## src/design/srpt_ram.sv

```systemverilog
// Simple dual-port synchronous RAM with one write port and one registered read port.
// Used for the parent table and the route buffer; depends on nothing.
`timescale 1ns / 1ps

module srpt_ram #(
    parameter int DEPTH = 256,
    parameter int WIDTH = 16,
    localparam int AW = $clog2(DEPTH)
) (
    input  logic             aclk,
    input  logic             we,
    input  logic [AW-1:0]    waddr,
    input  logic [WIDTH-1:0] wdata,
    input  logic             re,
    input  logic [AW-1:0]    raddr,
    output logic [WIDTH-1:0] rdata
);

    logic [WIDTH-1:0] mem [DEPTH];
    logic [WIDTH-1:0] rdata_reg;

    always_ff @(posedge aclk) begin
        if (we) begin
            mem[waddr] <= wdata;
        end
        if (re) begin
            rdata_reg <= mem[raddr];
        end
    end

    assign rdata = rdata_reg;

endmodule

```

## config.mk

```make
export PLATFORM = sky130hd
export DESIGN_NAME = srpt_ram
export DESIGN_NICKNAME = d
export VERILOG_FILES = /design/src/design/srpt_ram.sv
export SDC_FILE = /design/constraint.sdc
export NUM_CORES = 2
export LEC_CHECK = 0
export BUFFER_PORTS_ARGS = -buffer_cell sky130_fd_sc_hd__buf_4
export CORE_ASPECT_RATIO = 1.5
export CORE_MARGIN = 2
export CORE_UTILIZATION = 25
export DETAILED_ROUTE_END_ITERATION = 16
export GPL_TIMING_DRIVEN = 0
export PLACE_DENSITY_LB_ADDON = 0.05
export SETUP_SLACK_MARGIN = 0.3
export SYNTH_ARGS = -nofsm -noshare
export SYNTH_HDL_FRONTEND = slang
export SYNTH_SLANG_ARGS = --single-unit
```

## constraint.sdc

```tcl
create_clock -name aclk -period 3 [get_ports aclk]
set_input_delay 0.6 -clock aclk [delete_from_list [all_inputs] [get_ports aclk]]
set_output_delay 0.6 -clock aclk [all_outputs]
set_load 0.01 [all_outputs]
```

### Word-level counts from Yosys, hierarchy flattened

Memory sizes are Yosys's and may differ from the RTL's. A register that Yosys moved wholly into a read port is not among the register bits.
Cells that the tools add are included.

* word-level logic and storage cells: 3
* memory bits (writable): 4096
* memories kept: 1
* register bits after elaboration: 0
* input bits: 35

Memories
* mem: depth 256, bits a word 16, read ports 1, clocked after Yosys merged registers in 1, write ports 1, RTL line 19 `logic [WIDTH-1:0] mem [DEPTH];`

* mux-type cells: 2

Operator list (count)
* $mux 1: 2

### Logic depth before layout (Yosys ltp)

* word-level depth: 2
* mapped depth: 12

### Least setup slack after synthesis

No wires, ideal clock.

* path kind: input port to flip-flop
* from: input raddr[0]
* to: register rdata_reg[4] (netlist: rdata[4]) (read register of mem) (data pin)
* library setup time: 265 ps
* arrival time: 2584 ps
* stages: 8
* setup slack: 151 ps
* path buffers: 3
* data required time: 2735 ps
* cell sequence: buf_6 > buf_6 > buf_2 > mux4_2 > mux4_2 > a22o_1 > o32ai_2 > nor4_2

RTL lines
* start, declared: RTL line 15 `input logic [AW-1:0] raddr,`
* end, declared: RTL line 20 `logic [WIDTH-1:0] rdata_reg;`

==> flow_summary.yaml <==
worst_setup_path:
  crit_path_end_kind: "register"
  cp.required_ns: 3.71
  r2r_slack_ns: -0.19
  cp_slowest_cell: "nor2_1"
  critPathKind: "input pin to register"
  start_kind: "input pin"
  critPathMaxFanout: 5
  crit_path_cell_trace: "buf_16 > buf_12 > buf_16 > buf_16 > buf_16 > buf_16 > buf_16 > buf_6 > mux2i_1 > o221ai_2 > buf_4 > a21oi_1 > nor2_1 > nand3_1 > nor4_4"
  cpMostUsedCell: "buf_16"
  max_stage_delay_ns: 0.73
  arrival_ns: 4.06
finish:
  fillCellCount: 60926
  drive_gt1_share_pct: 35.6
  multi_input_area_mm2: 0.0370
  largest_reg_flops: 4096
  nets: 8374
  final_core_util_pct: 31.3
  seq_area_mm2: 0.123
  area_delta_synth_final_pct: 24.9
job:
  drv_cap: 1
detailed_routing:
  drt_drc_violations_left: 0
  drt_iter0_drc: 7983
  wl_per_cell_um: 40.3
  firstDrtPassIters: 6
  vias: 82045
  routed_via_density: 4.77
  wl_mm: 694
  antenna_left: 0
sta:
  hold_violations: 0
  finClkSkew_ns: 0.0483
  fmax_mhz: 299
  setup_ws_ns: -0.349
  holdWs_ns: 0.0567
  fin_crit_ns: 3.35
  finalSetupViolCount: 16
  tns_ns: -2.55
  relSlewSlack_pct: 0.163
  max_slew.worst_pin.slew_ns: 1.50
  drv_slew: 0
  rsz0062_at_grt: "true"
  finalCritPeriodShare_pct: 112
logic_synthesis:
  synth_edf_count: 4112
  synth_area_mm2: 0.159
  synthArstFlopShare_pct: 0
  syn-num-nets: 7395
  synth_top_area_cell: "edfxtp_1"
  ys_ff_latch: 4112
  synthTopCellsByArea: "edfxtp_1, mux4_2, mux2i_1"
  avgSynthCellArea_um2: 21.6
  ys_seq_area_share_pct: 77.7
  synth_most_common_cell: "edfxtp_1"
  synth_top_flop_cell: "edfxtp_1"
  syn_inst: 7360
  ys_types: 51
  yosysTopAreaCellShare_pct: 77.7
  synth_common_cells: "edfxtp_1, mux4_2, mux2i_1"
  yosys_warnings: 0
clock_network:
  cts_tree: "built"
  clk_path_buf_depth: 4
  cts_root_buffer: "clkbuf_16"
  clkSlewWorstSetupHoldPaths_ns: 0.06
  h-tree-depth: 5
  cts_buffers: 443
  clock_sinks: 4112
  clkLatencyLatePin_ns: 0.98
grt:
  antenna_found_initial: 52
  grt_first_pass_wirelength_mm: 891
  grt_usage_pct: 21.2
  grt_pass1_vias: 85154
  grt_max_degree: 117
  grt-ovfl-total: 0
outcome:
  violations: "max-capacitance violations, negative setup slack"
  status: "finished, violations left"
die:
  fp.coreArea_mm2: 0.633
  dieArea_mm2: 0.642
  fp.dieH_um: 980
  ios: 51
  initial_core_util_pct: 25.1
  rows: 358
  die_w_um: 655
placement:
  hpwl_mm: 500
  port_buffers: 40
  place_congestion: 0.964
pwr:
  leakagePower_uw: 0.0618
  power_density_mw_per_mm2: 640
  peakVddDrop_mv: 0.540
  power_uw: 127000
min_path:
  hp-class: "input pin to register"
cells in the final DEF, fill, tap and decap left out, types with 31 or more instances in the layout:
master     count
nor2_4        80
clkbuf_4      59
buf_4        190
o221ai_1     147
mux4_2       797
bufinv_16     33
clkbuf_2      76
mux2_2        80
nor3_4        31
edfxtp_1    4112
buf_16       136
nor3_2        34
o22ai_1      127
clkinv_2      93
buf_12       114
buf_8        210
nor2_2       191
clkbuf_1     146
clkbuf_8      34
o221ai_2      92
a21oi_1      147
clkinv_1     105
clkbuf_16    452
buf_6         70
mux2i_1      555
nor2_1        33
worst max-delay path, delay by kind of cell:
family                 cells  cell delay [ns]
multiplexers               1             0.11
AO/OA/AOI/OAI              2             0.37
AND/OR/NAND/NOR            3             1.53
buffers and inverters      9             1.35
where the power goes:
part | internal (uW) | switching (uW)
Combinational | 2960 | 6420
Clock | 30200 | 24000
Sequential | 63400 | 32.8
Total | 96600 | 30500
worst paths after layout:
kind,start,to,cells after the start
worst min-delay path,wdata[13],mem[221][13]$_DFFE_PP_,1
worst max-delay path,raddr[0],rdata[3]$_DFFE_PP_,15
worst max register to register,mem[11][5]$_DFFE_PP_,rdata[5]$_DFFE_PP_,6
worst min register to register,mem[234][1]$_DFFE_PP_,rdata[1]$_DFFE_PP_,6
logic make-up (layout without fill, tap and decap cells):
family / Yosys count / in the layout / synth area share [%]
simple gates: 556 / 556 / 1.57
buf+inv: 456 / 1805 / 1.69
flops: 4112 / 4112 / 77.7
compound gates: 786 / 786 / 3.53
mux: 1450 / 1450 / 15.5
other cells: 0 / 29 / 0
area by class of cell:
cell class / count / share of cell area (%)
clock inverter: 272 / 1.24
clock buffer: 543 / 5.83
timing repair buffer: 534 / 4.20
tap: 8460 / 5.33
buffer: 452 / 2.49
antenna: 29 / 0.0366
inverter: 4 / 0.0158
sequential: 4112 / 62.2
multi-input combinational: 2792 / 18.6
per-layer routing:
| layer | global-route usage (%) | wire length (um) | vias up | part of all wire, % |
|---|---|---|---|---|
| li1 | - | - | 33459 | - |
| met1 | 22.9 | 245000 | 45345 | 35 |
| met2 | 40.2 | 378000 | 2363 | 55 |
| met3 | 2.72 | 27300 | 862 | 3.9 |
| met4 | 10.7 | 43000 | 16 | 6.2 |
| met5 | 0 | 92 | - | 0.013 |
metrics by stage:
step / setup slack (ns) / area, um2 / std cells
2_1_floorplan: 0.235 / 159000 / 7360
3_3_place_gp: -5.85 / 170000 / 15860
3_5_place_dp: -4.42 / 177000 / 16161
4_1_cts: -0.173 / 197000 / 17133
5_1_grt: -0.205 / 198000 / 17171
6_report: -0.349 / 198000 / 17198
repair_timing:
item / CTS / global route
endpoints found under the setup margin: 2738 / 799
gates resized for setup: 1119 / 155
endpoints found under the hold margin: 49 / 0
hold buffers: 4 / 0
pin swaps: 153 / 76
gates cloned: 3 / 0
buffers inserted: 150 / 36
(Power assumes the default switching activity.)
